$ cat config.mk
export PLATFORM = sky130hd
export DESIGN_NAME = rational_arith_unit
export DESIGN_NICKNAME = d
export VERILOG_FILES = /design/src/sv/rau_pkg.sv /design/src/sv/rau_front.sv /design/src/sv/rau_queue.sv /design/src/sv/rau_div.sv /design/src/sv/rau_back.sv /design/src/sv/rational_arith_unit.sv
export VERILOG_INCLUDE_DIRS = /design/src /design/src/sv
export SDC_FILE = /design/constraint.sdc
export NUM_CORES = 2
export LEC_CHECK = 0
export BUFFER_PORTS_ARGS = -buffer_cell sky130_fd_sc_hd__buf_2
export CAP_MARGIN = 20
export CORE_ASPECT_RATIO = 1.75
export CORE_MARGIN = 8
export CORE_UTILIZATION = 60
export DETAILED_ROUTE_END_ITERATION = 8
export PLACE_DENSITY = 0.74
export SLEW_MARGIN = 10
export SYNTH_ARGS = -nofsm -noshare
export SYNTH_HDL_FRONTEND = slang
export SYNTH_SLANG_ARGS = --single-unit
$ cat constraint.sdc
create_clock -name clk_i -period 20.3 [get_ports clk_i]
set_clock_uncertainty 0.1 [all_clocks]
set_input_delay 1.015 -clock clk_i [delete_from_list [all_inputs] [get_ports clk_i]]
set_output_delay 1.015 -clock clk_i [all_outputs]
set_load 0.05 [all_outputs]
$ cat src/sv/rational_arith_unit_defines.svh
// Assertion helpers used by the top file that checks this block.
`ifndef RATIONAL_ARITH_UNIT_DEFINES_SVH
`define RATIONAL_ARITH_UNIT_DEFINES_SVH

// Same-cycle implication, sampled on the rising clock, idle during reset.
`define RAU_ASSERT_IMP(lbl, pre, post) \
  lbl: assert property (@(posedge clk_i) disable iff (!rst_ni) (pre) |-> (post)) \
    else $error("rational_arith_unit: check failed");

// Next-cycle implication, sampled on the rising clock, idle during reset.
`define RAU_ASSERT_NXT(lbl, pre, post) \
  lbl: assert property (@(posedge clk_i) disable iff (!rst_ni) (pre) |=> (post)) \
    else $error("rational_arith_unit: check failed");

`endif

$ cat src/sv/rau_pkg.sv
package rau_pkg;

  localparam int OW        = 16;
  localparam int PW        = 2 * OW;
  localparam int RES_NUM_W = 33;
  localparam int RES_DEN_W = 31;
  localparam int FUNC_W    = 4;
  // The queue pointers wrap by overflow, so the depth stays a power of two.
  localparam int QDEPTH    = 2;
  localparam int QAW       = $clog2(QDEPTH);
  localparam int QCW       = $clog2(QDEPTH + 1);

  localparam logic [FUNC_W-1:0] FN_ADD = 4'd0;
  localparam logic [FUNC_W-1:0] FN_SUB = 4'd1;
  localparam logic [FUNC_W-1:0] FN_MUL = 4'd2;
  localparam logic [FUNC_W-1:0] FN_DIV = 4'd3;
  localparam logic [FUNC_W-1:0] FN_EQ  = 4'd4;
  localparam logic [FUNC_W-1:0] FN_NE  = 4'd5;
  localparam logic [FUNC_W-1:0] FN_LT  = 4'd6;
  localparam logic [FUNC_W-1:0] FN_GT  = 4'd7;
  localparam logic [FUNC_W-1:0] FN_LE  = 4'd8;
  localparam logic [FUNC_W-1:0] FN_GE  = 4'd9;

  typedef enum logic [1:0] {
    KIND_ARITH,
    KIND_CMP,
    KIND_NONE
  } kind_e;

  typedef struct packed {
    logic [FUNC_W-1:0]    func;
    kind_e                kind;
    logic signed [OW-1:0] a_num;
    logic signed [OW-1:0] a_den;
    logic signed [OW-1:0] b_num;
    logic signed [OW-1:0] b_den;
  } item_t;

  typedef struct packed {
    logic           full;
    logic           empty;
    logic [QCW-1:0] count;
  } q_status_t;

endpackage

$ cat src/sv/rau_front.sv
module rau_front (
  input  logic                           in_valid_i,
  output logic                           in_stall_o,
  input  logic [rau_pkg::FUNC_W-1:0]     func_i,
  input  logic signed [rau_pkg::OW-1:0]  a_num_i,
  input  logic signed [rau_pkg::OW-1:0]  a_den_i,
  input  logic signed [rau_pkg::OW-1:0]  b_num_i,
  input  logic signed [rau_pkg::OW-1:0]  b_den_i,
  input  rau_pkg::q_status_t             q_stat_i,
  output logic                           push_o,
  output rau_pkg::item_t                 item_o
);

  rau_pkg::kind_e kind;

  always_comb begin
    priority if (func_i <= rau_pkg::FN_DIV) begin
      kind = rau_pkg::KIND_ARITH;
    end else if (func_i <= rau_pkg::FN_GE) begin
      kind = rau_pkg::KIND_CMP;
    end else begin
      kind = rau_pkg::KIND_NONE;
    end
  end

  assign in_stall_o   = q_stat_i.full;
  assign push_o       = in_valid_i && !q_stat_i.full;
  assign item_o.func  = func_i;
  assign item_o.kind  = kind;
  assign item_o.a_num = a_num_i;
  assign item_o.a_den = a_den_i;
  assign item_o.b_num = b_num_i;
  assign item_o.b_den = b_den_i;

endmodule

$ cat src/sv/rau_queue.sv
module rau_queue (
  input  logic               clk_i,
  input  logic               rst_ni,
  input  logic               push_i,
  input  rau_pkg::item_t     item_i,
  input  logic               pop_i,
  output rau_pkg::item_t     item_o,
  output rau_pkg::q_status_t stat_o
);

  rau_pkg::item_t              mem_q [rau_pkg::QDEPTH];
  logic [rau_pkg::QAW-1:0]     wr_ptr_q, rd_ptr_q;
  logic [rau_pkg::QCW-1:0]     cnt_q;
  logic                        do_push, do_pop;

  assign stat_o.full  = (cnt_q == rau_pkg::QCW'(rau_pkg::QDEPTH));
  assign stat_o.empty = (cnt_q == '0);
  assign stat_o.count = cnt_q;
  assign do_push      = push_i && !stat_o.full;
  assign do_pop       = pop_i && !stat_o.empty;
  assign item_o       = mem_q[rd_ptr_q];

  always_ff @(posedge clk_i) begin
    if (do_push) begin
      mem_q[wr_ptr_q] <= item_i;
    end
  end

  always_ff @(posedge clk_i or negedge rst_ni) begin
    if (!rst_ni) begin
      wr_ptr_q <= '0;
      rd_ptr_q <= '0;
      cnt_q    <= '0;
    end else begin
      if (do_push) begin
        wr_ptr_q <= wr_ptr_q + 1'b1;
      end
      if (do_pop) begin
        rd_ptr_q <= rd_ptr_q + 1'b1;
      end
      if (do_push && !do_pop) begin
        cnt_q <= cnt_q + 1'b1;
      end else if (do_pop && !do_push) begin
        cnt_q <= cnt_q - 1'b1;
      end
    end
  end

endmodule

$ cat src/sv/rau_div.sv
module rau_div (
  input  logic                    clk_i,
  input  logic                    rst_ni,
  input  logic                    start_i,
  input  logic [rau_pkg::PW-1:0]  dividend_i,
  input  logic [rau_pkg::PW-1:0]  divisor_i,
  output logic                    done_o,
  output logic [rau_pkg::PW-1:0]  quot_o,
  output logic [rau_pkg::PW-1:0]  rem_o
);

  localparam int PW = rau_pkg::PW;
  localparam int CW = $clog2(PW + 1);

  logic [PW-1:0] q_q, r_q, dv_q;
  logic [CW-1:0] cnt_q;
  logic          busy_q, done_q;
  logic [PW:0]   trial;
  logic          fits;

  // Restoring division, one quotient bit per cycle.
  assign trial = {r_q, q_q[PW-1]};
  assign fits  = (trial >= {1'b0, dv_q});

  always_ff @(posedge clk_i) begin
    if (start_i) begin
      q_q  <= dividend_i;
      r_q  <= '0;
      dv_q <= divisor_i;
    end else if (busy_q) begin
      q_q <= {q_q[PW-2:0], fits};
      r_q <= fits ? PW'(trial - {1'b0, dv_q}) : trial[PW-1:0];
    end
  end

  always_ff @(posedge clk_i or negedge rst_ni) begin
    if (!rst_ni) begin
      busy_q <= 1'b0;
      done_q <= 1'b0;
      cnt_q  <= '0;
    end else begin
      done_q <= 1'b0;
      if (start_i) begin
        busy_q <= 1'b1;
        cnt_q  <= CW'(PW);
      end else if (busy_q) begin
        cnt_q <= cnt_q - 1'b1;
        if (cnt_q == CW'(1)) begin
          busy_q <= 1'b0;
          done_q <= 1'b1;
        end
      end
    end
  end

  assign done_o = done_q;
  assign quot_o = q_q;
  assign rem_o  = r_q;

endmodule

$ cat src/sv/rau_back.sv
module rau_back (
  input  logic                                clk_i,
  input  logic                                rst_ni,
  input  rau_pkg::item_t                      item_i,
  input  rau_pkg::q_status_t                  q_stat_i,
  output logic                                pop_o,
  output logic                                out_valid_o,
  input  logic                                out_stall_i,
  output logic signed [rau_pkg::RES_NUM_W-1:0] res_num_o,
  output logic [rau_pkg::RES_DEN_W-1:0]       res_den_o,
  output logic                                cmp_true_o,
  output logic                                den_zero_fixed_o
);

  localparam int OW = rau_pkg::OW;
  localparam int PW = rau_pkg::PW;
  localparam int NW = rau_pkg::RES_NUM_W;
  localparam int DW = rau_pkg::RES_DEN_W;

  localparam logic [3:0] ST_IDLE  = 4'd0;
  localparam logic [3:0] ST_GCD   = 4'd1;
  localparam logic [3:0] ST_GW    = 4'd2;
  localparam logic [3:0] ST_QN    = 4'd3;
  localparam logic [3:0] ST_QD    = 4'd4;
  localparam logic [3:0] ST_STORE = 4'd5;
  localparam logic [3:0] ST_MUL   = 4'd6;
  localparam logic [3:0] ST_SEL   = 4'd7;
  localparam logic [3:0] ST_OUT   = 4'd8;

  localparam logic [1:0] PH_A   = 2'd0;
  localparam logic [1:0] PH_B   = 2'd1;
  localparam logic [1:0] PH_RES = 2'd2;

  logic [3:0]          state_q, state_d;
  logic [1:0]          phase_q, phase_d;
  rau_pkg::item_t      item_q, item_d;
  logic [PW-1:0]       n_q, n_d, d_q, d_d, x_q, x_d, y_q, y_d, g_q, g_d;
  logic                nneg_q, nneg_d, dneg_q, dneg_d, fixed_q, fixed_d;
  logic [OW-1:0]       an_q, an_d, ad_q, ad_d, bn_q, bn_d, bd_q, bd_d;
  logic                aneg_q, aneg_d, bneg_q, bneg_d;
  logic [1:0]          mcnt_q, mcnt_d;
  logic [PW-1:0]       m_q [4];
  logic [PW-1:0]       m_d [4];
  logic signed [NW-1:0] rnum_q, rnum_d;
  logic [DW-1:0]       rden_q, rden_d;
  logic                cmp_q, cmp_d, ovalid_q, ovalid_d;

  logic                div_start, div_done;
  logic [PW-1:0]       div_a, div_b, div_quot, div_rem;
  logic [OW-1:0]       mul_a, mul_b;
  logic [PW-1:0]       prod;
  logic                red_neg;
  logic [PW:0]         sx, sy, rnum_w;
  logic                lt_ab, lt_ba, eq, right_neg;
  logic [PW-1:0]       sum_mag;
  logic                sum_neg;

  rau_div u_div (
    .clk_i      (clk_i),
    .rst_ni     (rst_ni),
    .start_i    (div_start),
    .dividend_i (div_a),
    .divisor_i  (div_b),
    .done_o     (div_done),
    .quot_o     (div_quot),
    .rem_o      (div_rem)
  );

  function automatic logic [OW-1:0] mag_of(input logic signed [OW-1:0] v);
    mag_of = v[OW-1] ? OW'(-v) : v;
  endfunction

  always_comb begin
    unique case (mcnt_q)
      2'd0: begin mul_a = an_q; mul_b = bd_q; end
      2'd1: begin mul_a = bn_q; mul_b = ad_q; end
      2'd2: begin mul_a = ad_q; mul_b = bd_q; end
      default: begin mul_a = an_q; mul_b = bn_q; end
    endcase
  end
  assign prod = PW'(mul_a) * PW'(mul_b);

  assign red_neg = (n_q != '0) && (nneg_q != dneg_q);
  assign rnum_w  = red_neg ? (PW + 1)'(-{1'b0, n_q}) : {1'b0, n_q};

  // Cross products: m_q[0] carries the left sign, m_q[1] the right sign.
  assign sx    = aneg_q ? (PW + 1)'(-{1'b0, m_q[0]}) : {1'b0, m_q[0]};
  assign sy    = bneg_q ? (PW + 1)'(-{1'b0, m_q[1]}) : {1'b0, m_q[1]};
  assign lt_ab = $signed(sx) < $signed(sy);
  assign lt_ba = $signed(sy) < $signed(sx);
  assign eq    = (an_q == bn_q) && (ad_q == bd_q) && (aneg_q == bneg_q);

  assign right_neg = (item_q.func == rau_pkg::FN_SUB && m_q[1] != '0) ? !bneg_q : bneg_q;
  always_comb begin
    if (aneg_q == right_neg) begin
      sum_mag = m_q[0] + m_q[1];
      sum_neg = aneg_q;
    end else if (m_q[0] >= m_q[1]) begin
      sum_mag = m_q[0] - m_q[1];
      sum_neg = aneg_q;
    end else begin
      sum_mag = m_q[1] - m_q[0];
      sum_neg = right_neg;
    end
  end

  always_comb begin
    state_d  = state_q;
    phase_d  = phase_q;
    item_d   = item_q;
    n_d = n_q; d_d = d_q; x_d = x_q; y_d = y_q; g_d = g_q;
    nneg_d = nneg_q; dneg_d = dneg_q; fixed_d = fixed_q;
    an_d = an_q; ad_d = ad_q; bn_d = bn_q; bd_d = bd_q;
    aneg_d = aneg_q; bneg_d = bneg_q;
    mcnt_d = mcnt_q;
    m_d = m_q;
    rnum_d = rnum_q; rden_d = rden_q; cmp_d = cmp_q; ovalid_d = ovalid_q;
    div_start = 1'b0;
    div_a     = x_q;
    div_b     = y_q;
    pop_o     = 1'b0;

    unique case (state_q)
      ST_IDLE: begin
        if (!q_stat_i.empty) begin
          pop_o   = 1'b1;
          item_d  = item_i;
          phase_d = PH_A;
          n_d     = PW'(mag_of(item_i.a_num));
          nneg_d  = item_i.a_num[OW-1];
          fixed_d = (item_i.a_den == '0);
          d_d     = (item_i.a_den == '0) ? PW'(1) : PW'(mag_of(item_i.a_den));
          dneg_d  = item_i.a_den[OW-1];
          x_d     = PW'(mag_of(item_i.a_num));
          y_d     = (item_i.a_den == '0) ? PW'(1) : PW'(mag_of(item_i.a_den));
          state_d = ST_GCD;
        end
      end
      ST_GCD: begin
        div_start = 1'b1;
        if (y_q == '0) begin
          g_d     = x_q;
          div_a   = n_q;
          div_b   = x_q;
          state_d = ST_QN;
        end else begin
          state_d = ST_GW;
        end
      end
      ST_GW: begin
        if (div_done) begin
          x_d     = y_q;
          y_d     = div_rem;
          state_d = ST_GCD;
        end
      end
      ST_QN: begin
        if (div_done) begin
          n_d       = div_quot;
          div_start = 1'b1;
          div_a     = d_q;
          div_b     = g_q;
          state_d   = ST_QD;
        end
      end
      ST_QD: begin
        if (div_done) begin
          d_d     = div_quot;
          state_d = ST_STORE;
        end
      end
      ST_STORE: begin
        unique case (phase_q)
          PH_A: begin
            an_d    = n_q[OW-1:0];
            ad_d    = d_q[OW-1:0];
            aneg_d  = red_neg;
            phase_d = PH_B;
            n_d     = PW'(mag_of(item_q.b_num));
            nneg_d  = item_q.b_num[OW-1];
            if (item_q.b_den == '0) begin
              fixed_d = 1'b1;
            end
            d_d     = (item_q.b_den == '0) ? PW'(1) : PW'(mag_of(item_q.b_den));
            dneg_d  = item_q.b_den[OW-1];
            x_d     = PW'(mag_of(item_q.b_num));
            y_d     = (item_q.b_den == '0) ? PW'(1) : PW'(mag_of(item_q.b_den));
            state_d = ST_GCD;
          end
          PH_B: begin
            bn_d    = n_q[OW-1:0];
            bd_d    = d_q[OW-1:0];
            bneg_d  = red_neg;
            mcnt_d  = 2'd0;
            state_d = ST_MUL;
          end
          default: begin
            rnum_d   = NW'(rnum_w);
            rden_d   = DW'(d_q);
            cmp_d    = 1'b0;
            ovalid_d = 1'b1;
            state_d  = ST_OUT;
          end
        endcase
      end
      ST_MUL: begin
        m_d[mcnt_q] = prod;
        mcnt_d      = mcnt_q + 1'b1;
        if (mcnt_q == 2'd3) begin
          state_d = ST_SEL;
        end
      end
      ST_SEL: begin
        if (item_q.kind == rau_pkg::KIND_ARITH) begin
          unique case (item_q.func)
            rau_pkg::FN_MUL: begin
              n_d = m_q[3]; nneg_d = aneg_q ^ bneg_q;
              d_d = m_q[2]; dneg_d = 1'b0;
            end
            rau_pkg::FN_DIV: begin
              n_d = m_q[0]; nneg_d = aneg_q;
              d_d = m_q[1]; dneg_d = bneg_q;
            end
            default: begin
              n_d = sum_mag; nneg_d = sum_neg;
              d_d = m_q[2]; dneg_d = 1'b0;
            end
          endcase
          x_d = n_d;
          y_d = d_d;
          // A zero divisor leaves a zero denominator, which is forced to one.
          if (d_d == '0) begin
            d_d     = PW'(1);
            y_d     = PW'(1);
            dneg_d  = 1'b0;
            fixed_d = 1'b1;
          end
          phase_d = PH_RES;
          state_d = ST_GCD;
        end else begin
          unique case (item_q.func)
            rau_pkg::FN_EQ: cmp_d = eq;
            rau_pkg::FN_NE: cmp_d = !eq;
            rau_pkg::FN_LT: cmp_d = lt_ab;
            rau_pkg::FN_GT: cmp_d = lt_ba;
            rau_pkg::FN_LE: cmp_d = !lt_ba;
            rau_pkg::FN_GE: cmp_d = !lt_ab;
            default:        cmp_d = 1'b0;
          endcase
          rnum_d   = '0;
          rden_d   = DW'(1);
          ovalid_d = 1'b1;
          state_d  = ST_OUT;
        end
      end
      ST_OUT: begin
        if (!out_stall_i) begin
          ovalid_d = 1'b0;
          state_d  = ST_IDLE;
        end
      end
      default: begin
        state_d = ST_IDLE;
      end
    endcase
  end

  always_ff @(posedge clk_i) begin
    item_q <= item_d;
    n_q <= n_d; d_q <= d_d; x_q <= x_d; y_q <= y_d; g_q <= g_d;
    nneg_q <= nneg_d; dneg_q <= dneg_d; fixed_q <= fixed_d;
    an_q <= an_d; ad_q <= ad_d; bn_q <= bn_d; bd_q <= bd_d;
    aneg_q <= aneg_d; bneg_q <= bneg_d;
    mcnt_q <= mcnt_d;
    m_q <= m_d;
    rnum_q <= rnum_d; rden_q <= rden_d; cmp_q <= cmp_d;
  end

  always_ff @(posedge clk_i or negedge rst_ni) begin
    if (!rst_ni) begin
      state_q  <= ST_IDLE;
      phase_q  <= PH_A;
      ovalid_q <= 1'b0;
    end else begin
      state_q  <= state_d;
      phase_q  <= phase_d;
      ovalid_q <= ovalid_d;
    end
  end

  assign out_valid_o      = ovalid_q;
  assign res_num_o        = rnum_q;
  assign res_den_o        = rden_q;
  assign cmp_true_o       = cmp_q;
  assign den_zero_fixed_o = fixed_q;

endmodule

$ cat src/sv/rational_arith_unit.sv
// Rational arithmetic unit: each beat carries two raw fractions and an operation code.
// Both operands are reduced by their Euclid GCD (a zero denominator counts as one and
// sets den_zero_fixed), then add, sub, mul and div form cross products that are reduced
// the same way, while the six comparisons return one bit with a result of 0/1. A
// two-entry queue takes beats while the engine works, so the input stalls only when
// the queue is full. Every operand and result reduction runs Euclid steps on a shared
// bit-serial divider that takes 32 quotient steps, one division per Euclid step, and
// each reduction ends with two divisions by the GCD. The cross products are then
// formed one after another, followed by a selection step. The result waits in the
// output register until taken.
`include "rational_arith_unit_defines.svh"

module rational_arith_unit (
  input  logic                                 clk_i,
  input  logic                                 rst_ni,
  input  logic                                 in_valid_i,
  output logic                                 in_stall_o,
  input  logic [rau_pkg::FUNC_W-1:0]           func_i,
  input  logic signed [rau_pkg::OW-1:0]        a_num_i,
  input  logic signed [rau_pkg::OW-1:0]        a_den_i,
  input  logic signed [rau_pkg::OW-1:0]        b_num_i,
  input  logic signed [rau_pkg::OW-1:0]        b_den_i,
  output logic                                 out_valid_o,
  input  logic                                 out_stall_i,
  output logic signed [rau_pkg::RES_NUM_W-1:0] res_num_o,
  output logic [rau_pkg::RES_DEN_W-1:0]        res_den_o,
  output logic                                 cmp_true_o,
  output logic                                 den_zero_fixed_o
);

  rau_pkg::q_status_t q_stat;
  rau_pkg::item_t     push_item, head_item;
  logic               q_push, q_pop;

  rau_front u_front (
    .in_valid_i (in_valid_i),
    .in_stall_o (in_stall_o),
    .func_i     (func_i),
    .a_num_i    (a_num_i),
    .a_den_i    (a_den_i),
    .b_num_i    (b_num_i),
    .b_den_i    (b_den_i),
    .q_stat_i   (q_stat),
    .push_o     (q_push),
    .item_o     (push_item)
  );

  rau_queue u_queue (
    .clk_i  (clk_i),
    .rst_ni (rst_ni),
    .push_i (q_push),
    .item_i (push_item),
    .pop_i  (q_pop),
    .item_o (head_item),
    .stat_o (q_stat)
  );

  rau_back u_back (
    .clk_i            (clk_i),
    .rst_ni           (rst_ni),
    .item_i           (head_item),
    .q_stat_i         (q_stat),
    .pop_o            (q_pop),
    .out_valid_o      (out_valid_o),
    .out_stall_i      (out_stall_i),
    .res_num_o        (res_num_o),
    .res_den_o        (res_den_o),
    .cmp_true_o       (cmp_true_o),
    .den_zero_fixed_o (den_zero_fixed_o)
  );

  `RAU_ASSERT_IMP(a_den_positive, out_valid_o, res_den_o != '0)
  `RAU_ASSERT_IMP(a_cmp_shape, out_valid_o && cmp_true_o, res_num_o == '0 && res_den_o == rau_pkg::RES_DEN_W'(1))
  `RAU_ASSERT_IMP(a_stall_full, 1'b1, in_stall_o == q_stat.full)
  `RAU_ASSERT_NXT(a_push_count, q_push && !q_pop, q_stat.count == $past(q_stat.count) + 1'b1)

endmodule
Yosys cells after proc, flatten, opt, wreduce, memory -nomap -nowiden
Memories as Yosys holds them, arrays and structs flattened.
Index checks and enable logic that the tools add are counted.
Storage, ports and cells
  register bits after elaboration: 577
  memory bits (writable): 140
  input bits: 72
  word-level logic and storage cells: 273
  memories: 1
Operators by class
  $add $sub $neg: 17
  multipliers: 1
  magnitude comparators: 8
  equal/unequal tests: 41
  multiplexer cells: 111
  bitwise operators: 3
  reduce and logical (&&, ||, !) cells: 53
Memories
  u_queue.mem_q: depth 2, bits a word 70, rd ports 1, clocked after Yosys merged registers in 0, wr ports 1, line rau_queue.sv:11  | rau_pkg::item_t mem_q [rau_pkg::QDEPTH];
Operators with widths (number)
  32-bit two-way mux: 23
  32-bit case mux with 4 select lines: 4
  32-bit case mux with 2 select lines: 3
  33-bit two-way mux: 5
  128-bit bitwise mux: 1
  32-bit negator with 33-bit output: 3
  16-bit two-way mux: 6
  32-bit subtractor: 3
  33-bit less-than comparator: 2
  33-bit case mux with 2 select lines: 1
  32-bit demux with 2-bit select: 1
  32-bit zero test: 2
  16-bit negator: 4
  16-bit case mux with 2 select lines: 2
  32-bit nonzero test: 2
  31-bit two-way mux: 2
  31-bit case mux with 2 select lines: 1
  4-bit case mux with 9 select lines: 1
  33-bit by 32-bit >= comparator with 1-bit output: 1
  1-bit two-way mux: 33
  32-bit adder: 1
  16-bit == test: 2
  4-bit by 3-bit == test with 1-bit output, second input constant: 8
  32-bit >= comparator: 1
  other kinds (45): 122

Depth between registers and ports, before layout
  depth after elaboration: 8
  gate-level depth with buffers: 31
  gate-level depth less buffers: 27

Hierarchy
Synthesis repeated with hierarchy kept, for this count alone.
Unflattened totals
  cells, all modules: 4742
  area total of the unflattened synthesis: 49343.6 um^2
Modules (own cells, without submodules)
  rau_back: times used 1, cells an instance 3865, area each 37211.9 um^2, sequential area each 14048.5 um^2
  rau_div: times used 1, cells an instance 567, area each 5984.5 um^2, sequential area each 2762.6 um^2
  rau_queue: times used 1, cells an instance 237, area each 5599.1 um^2, sequential area each 4304.1 um^2
  rau_front: times used 1, cells an instance 73, area each 548.0 um^2, sequential area each 0.0 um^2

Worst setup path before layout
No wires, ideal clock.
  kind: reg-to-reg
  start point: register u_back.state_q[3]
  end point: register u_back.x_q[0], enable pin
  arrival time: 7.605 ns
  required time: 19.556 ns
  setup slack: 11.951 ns
  stages on the path, launching flop included: 9
  clock period less this slack: 8.349 ns
  path through: dfrtp_1 clkbuf_1 nor2b_1 nand2_1 clkbuf_1 a21oi_1 o21ai_0 nand3_1 nor4_1
On the way
  word-level cells in the longest chain between the ends: 3
RTL lines
  start, declared: line rau_back.sv:34  | logic [3:0] state_q, state_d;
  start signal, assigned: line rau_back.sv:285  | state_q <= state_d;
  4-bit by 2-bit == test with 1-bit output (tied with other cells): line rau_back.sv:123  | unique case (state_q)
  4-bit nonzero test (no source line) (tied with other cells)
  5-bit AND reduction (no source line) *
  end signal, assigned: line rau_back.sv:270  | n_q <= n_d; d_q <= d_d; x_q <= x_d; y_q <= y_d; g_q <= g_d;
  end, declared: line rau_back.sv:37  | logic [PW-1:0] n_q, n_d, d_q, d_d, x_q, x_d, y_q, y_d, g_q, g_d;
Every way passes the cells marked *; elsewhere a longest branch is shown, timed or not.
A chain may end at the register's enable or synchronous reset.

Worst setup path in the final report
  start point: register u_back.mcnt_q[0]
  end point: register u_back.m_q[63] (netlist name), data pin
RTL lines
  start, declared: line rau_back.sv:41  | logic [1:0] mcnt_q, mcnt_d;
  start signal, assigned: line rau_back.sv:274  | mcnt_q <= mcnt_d;
  2-bit == test / 2-bit zero test (equally long branches): line rau_back.sv:74  | unique case (mcnt_q)
  2-bit OR reduction (no source line)
  16-bit case mux with 2 select lines: line rau_back.sv:74
  16-bit by 16-bit multiplier with 32-bit output *: line rau_back.sv:81  | assign prod = PW'(mul_a) * PW'(mul_b);
  net u_back.prod[31]: line rau_back.sv:51  | logic [PW-1:0] prod;
  128-bit bitwise mux *: line rau_back.sv:207  | m_d[mcnt_q] = prod;
  end signal, assigned: line rau_back.sv:275  | m_q <= m_d;
  end, declared: line rau_back.sv:42  | logic [PW-1:0] m_q [4];
Mark *: on every way through the listed nets, which the timed path passes. The rest lies on a longest branch.

==> summary.txt <==
Worst setup path
  – CP startpoint kind: flop
  – Kind of critical path: flop to flop
  – Crit path required time: 20.59 ns
  – CP startpoint: u_back.mcnt_q[0]$_SDFFCE_PN0P_
  – CP Max Fanout: 48
  – CP arrival: 9.33 ns
  – Reg-to-Reg Start: u_back.mcnt_q[0]$_SDFFCE_PN0P_
  – Worst setup EP type: flop

STA
  – Min cycle time layout: 9.033 ns
  – Slew HR: 24.52%
  – Hold Fails Final Rpt: 0
  – Worst hold slack: 0.2401 ns
  – Unrepaired setup endpoints after global routing: false
  – Max Fclk: 0.1107 GHz
  – Actual slew at the worst max-slew pin: 1.124 ns
  – Pins over their slew limit: 0
  – # setup viols final: 0
  – Final worst-path cycle share: 44.50%
  – Sum Neg Setup Slack: 0 ns

Floorplanning
  – I/O Pins: 140
  – Num rows: 138
  – Die height: 391.5 µm
  – Core Region: 80290 µm²
  – Initial core utilization: 60.22%
  – Die W: 230.6 µm
  – Die area: 90280 µm²

Cells and area
  – Area growth syn-to-layout: 8.759%
  – Nets: 5324
  – Layout fillers: 6440
  – Most common cell after layout, fill and taps aside: edfxtp_1
  – Layout cells sized above 1: 9.129%
  – Commonest non-fill, non-tap cells in the layout: 666 x edfxtp_1, 499 x nor2_1, 461 x nand2_1
  – Antenna cells: 0

Routing
  – Initial DRC Count: 4283
  – Via count: 38540
  – Total Wirelength: 165600 µm
  – WL/cell: 28.16 µm
  – DR pass1 iterations: 8
  – DR DRC count: 0
  – Via density: 6.553
  – Detail Route Antenna Nets: 0

Clock network
  – Worst skew pair latency: 0.65 ns
  – CTS buffer count: 68
  – CTS H-Tree Depth: 3
  – Clock slew at reported path FFs: 0.07 ns
  – Clk buf depth: 3
  – Root buffer selected by CTS: clkbuf_16
  – Post-CTS setup buffers: 0
  – Post_cts resized: 0
  – TritonCTS clock tree: built
  – Cts hold-fix bufs: 0
  – CTS sink cnt: 717

Synthesis
  – Cells after synthesis: 4699
  – Syn Std Cell Area: 48350 µm²
  – Count of cell types in the netlist: 96
  – Async SR Flop Fraction: 2.650%
  – Number of synthesized register bits: 717
  – Synth warn: 0
  – Seq/Total Area, Yosys: 43.67%
  – Number of flops mapped to enable cells by yosys: 666
  – Top FF cell, synth: edfxtp_1
  – Syn Area/Cell: 10.29 µm²
  – Net Count, Synth: 5245

Job
  – Max_cap viols: 0

Placement
  – I/O Buffers: 139
  – GP Congestion: 1.090
  – Dpl hpwl: 127100 µm

GRT
  – Largest net degree at the start of global routing: 76
  – Vias in the first global route: 38520
  – Initial antenna violation count: 5
  – GRT overflow: 0
  – First-pass GRT wire length: 241300 µm
  – Gr usage total: 36.22%

Outcome
  – Status: finished, final reports clean

Hold path
  – HP Class: input port to async pin
## sequential cells by signal (all words and copies together) (netlist names), 32 cells and up
| register | count |
|---|---|
| u_back.y_q | 32 |
| u_back.n_q | 32 |
| u_queue.mem_q | 140 |
| u_back.m_q | 128 |
| u_back.u_div.dv_q | 32 |
| u_back.g_q | 32 |
| u_back.u_div.quot_o | 32 |
| u_back.u_div.rem_o | 32 |
| u_back.d_q | 32 |
| u_back.x_q | 32 |
| u_back.item_q | 38 |
| u_back.res_num_o | 33 |
## critical path: stages (launching register included)
cell      delay (ns)
edfxtp_1        0.42
clkinv_1        0.46
ha_1            0.49
buf_4           0.39
nor2_1          0.12
a21oi_1         0.60
buf_4           0.29
nand2_1         0.09
fa_1            0.51
fa_1            0.53
inv_1           0.06
fa_1            0.54
fa_1            0.42
fa_1            0.49
inv_1           0.07
fa_1            0.48
inv_1           0.05
ha_1            0.40
nand3_1         0.13
nor3_1          0.40
nand3_1         0.11
or3b_2          0.45
a31oi_1         0.21
o21a_1          0.14
nor2_1          0.07
o211ai_1        0.28
o31ai_1         0.13
xnor2_1         0.31
## cells by family after synthesis
| kind of cell | Yosys count | synth area share, % |
|---|---|---|
| buf+inv | 595 | 4.738 |
| flops | 717 | 43.67 |
| fa+ha+maj | 474 | 15.34 |
| compound gates | 1046 | 14.18 |
| mux | 184 | 3.951 |
| xor+xnor | 265 | 4.800 |
| simple gates | 1418 | 13.32 |
## final timing paths
path	endpoint	slack [ns]	depth (start not counted)
worst max register to register	u_back.m_q[63]$_DFFE_PP_	11.27	27
worst min register to register	u_back.g_q[16]$_DFFE_PP_	0.38	0
max in group asynchronous	u_back.phase_q[0]$_DFFE_PN0P_	19.44	1
min in group clk_i	u_back.g_q[16]$_DFFE_PP_	0.38	0
worst min-delay path	u_back.u_div.cnt_q[5]$_DFFE_PN0P_	0.24	1
worst max-delay path	u_back.m_q[63]$_DFFE_PP_	11.27	27
## stage by stage
stage	util, %	std cells	setup slack (ns)	cell area, µm²
6_report	65.50	5881	11.27	52590
5_1_grt	65.50	5881	10.90	52590
4_1_cts	65.45	5878	11.29	52550
3_5_place_dp	62.54	5755	11.37	50210
3_3_place_gp	62.49	5751	11.26	50170
2_1_floorplan	-	4699	11.95	48350
## final cells by class
type	instances	area, µm²	share of cell area (%)
clock buffer	78	1739	3.307
clock inverter	45	601.8	1.144
sequential	717	21120	40.16
timing repair buffer	217	1294	2.460
inverter	387	1453	2.762
multi-input combinational	3387	25070	47.67
tap	1050	1314	2.498
## cells in the mapped netlist (43+ instances only)
library cell / instances / area, µm²
nand2_1: 462 / 1734
mux2i_1: 129 / 1291
a22oi_1: 66 / 495.5
inv_1: 380 / 1426
o31ai_1: 43 / 322.8
o21ai_0: 151 / 755.7
xor2_1: 87 / 762.0
a21o_1: 100 / 750.7
fa_1: 198 / 3964
nand3_1: 59 / 295.3
and2_1: 46 / 287.8
mux2_2: 53 / 596.8
ha_1: 276 / 3453
nor2_1: 504 / 1892
nor3_1: 70 / 350.3
clkbuf_1: 158 / 593.1
edfxtp_1: 666 / 20000
xnor2_1: 178 / 1559
a21oi_1: 303 / 1516
## per-layer routing
metal  part of all wire (%)  vias up  track usage [%]
li1                       -    16880                -
met1                     31    18560            37.04
met2                     49     2320            63.09
met3                    8.3      772            6.135
met4                     11        2            32.51
met5                  0.012        -                0
Power is left out: the tool's default activity adds up to more than one toggle a clock period on the data nets, which glitch-free logic cannot reach.
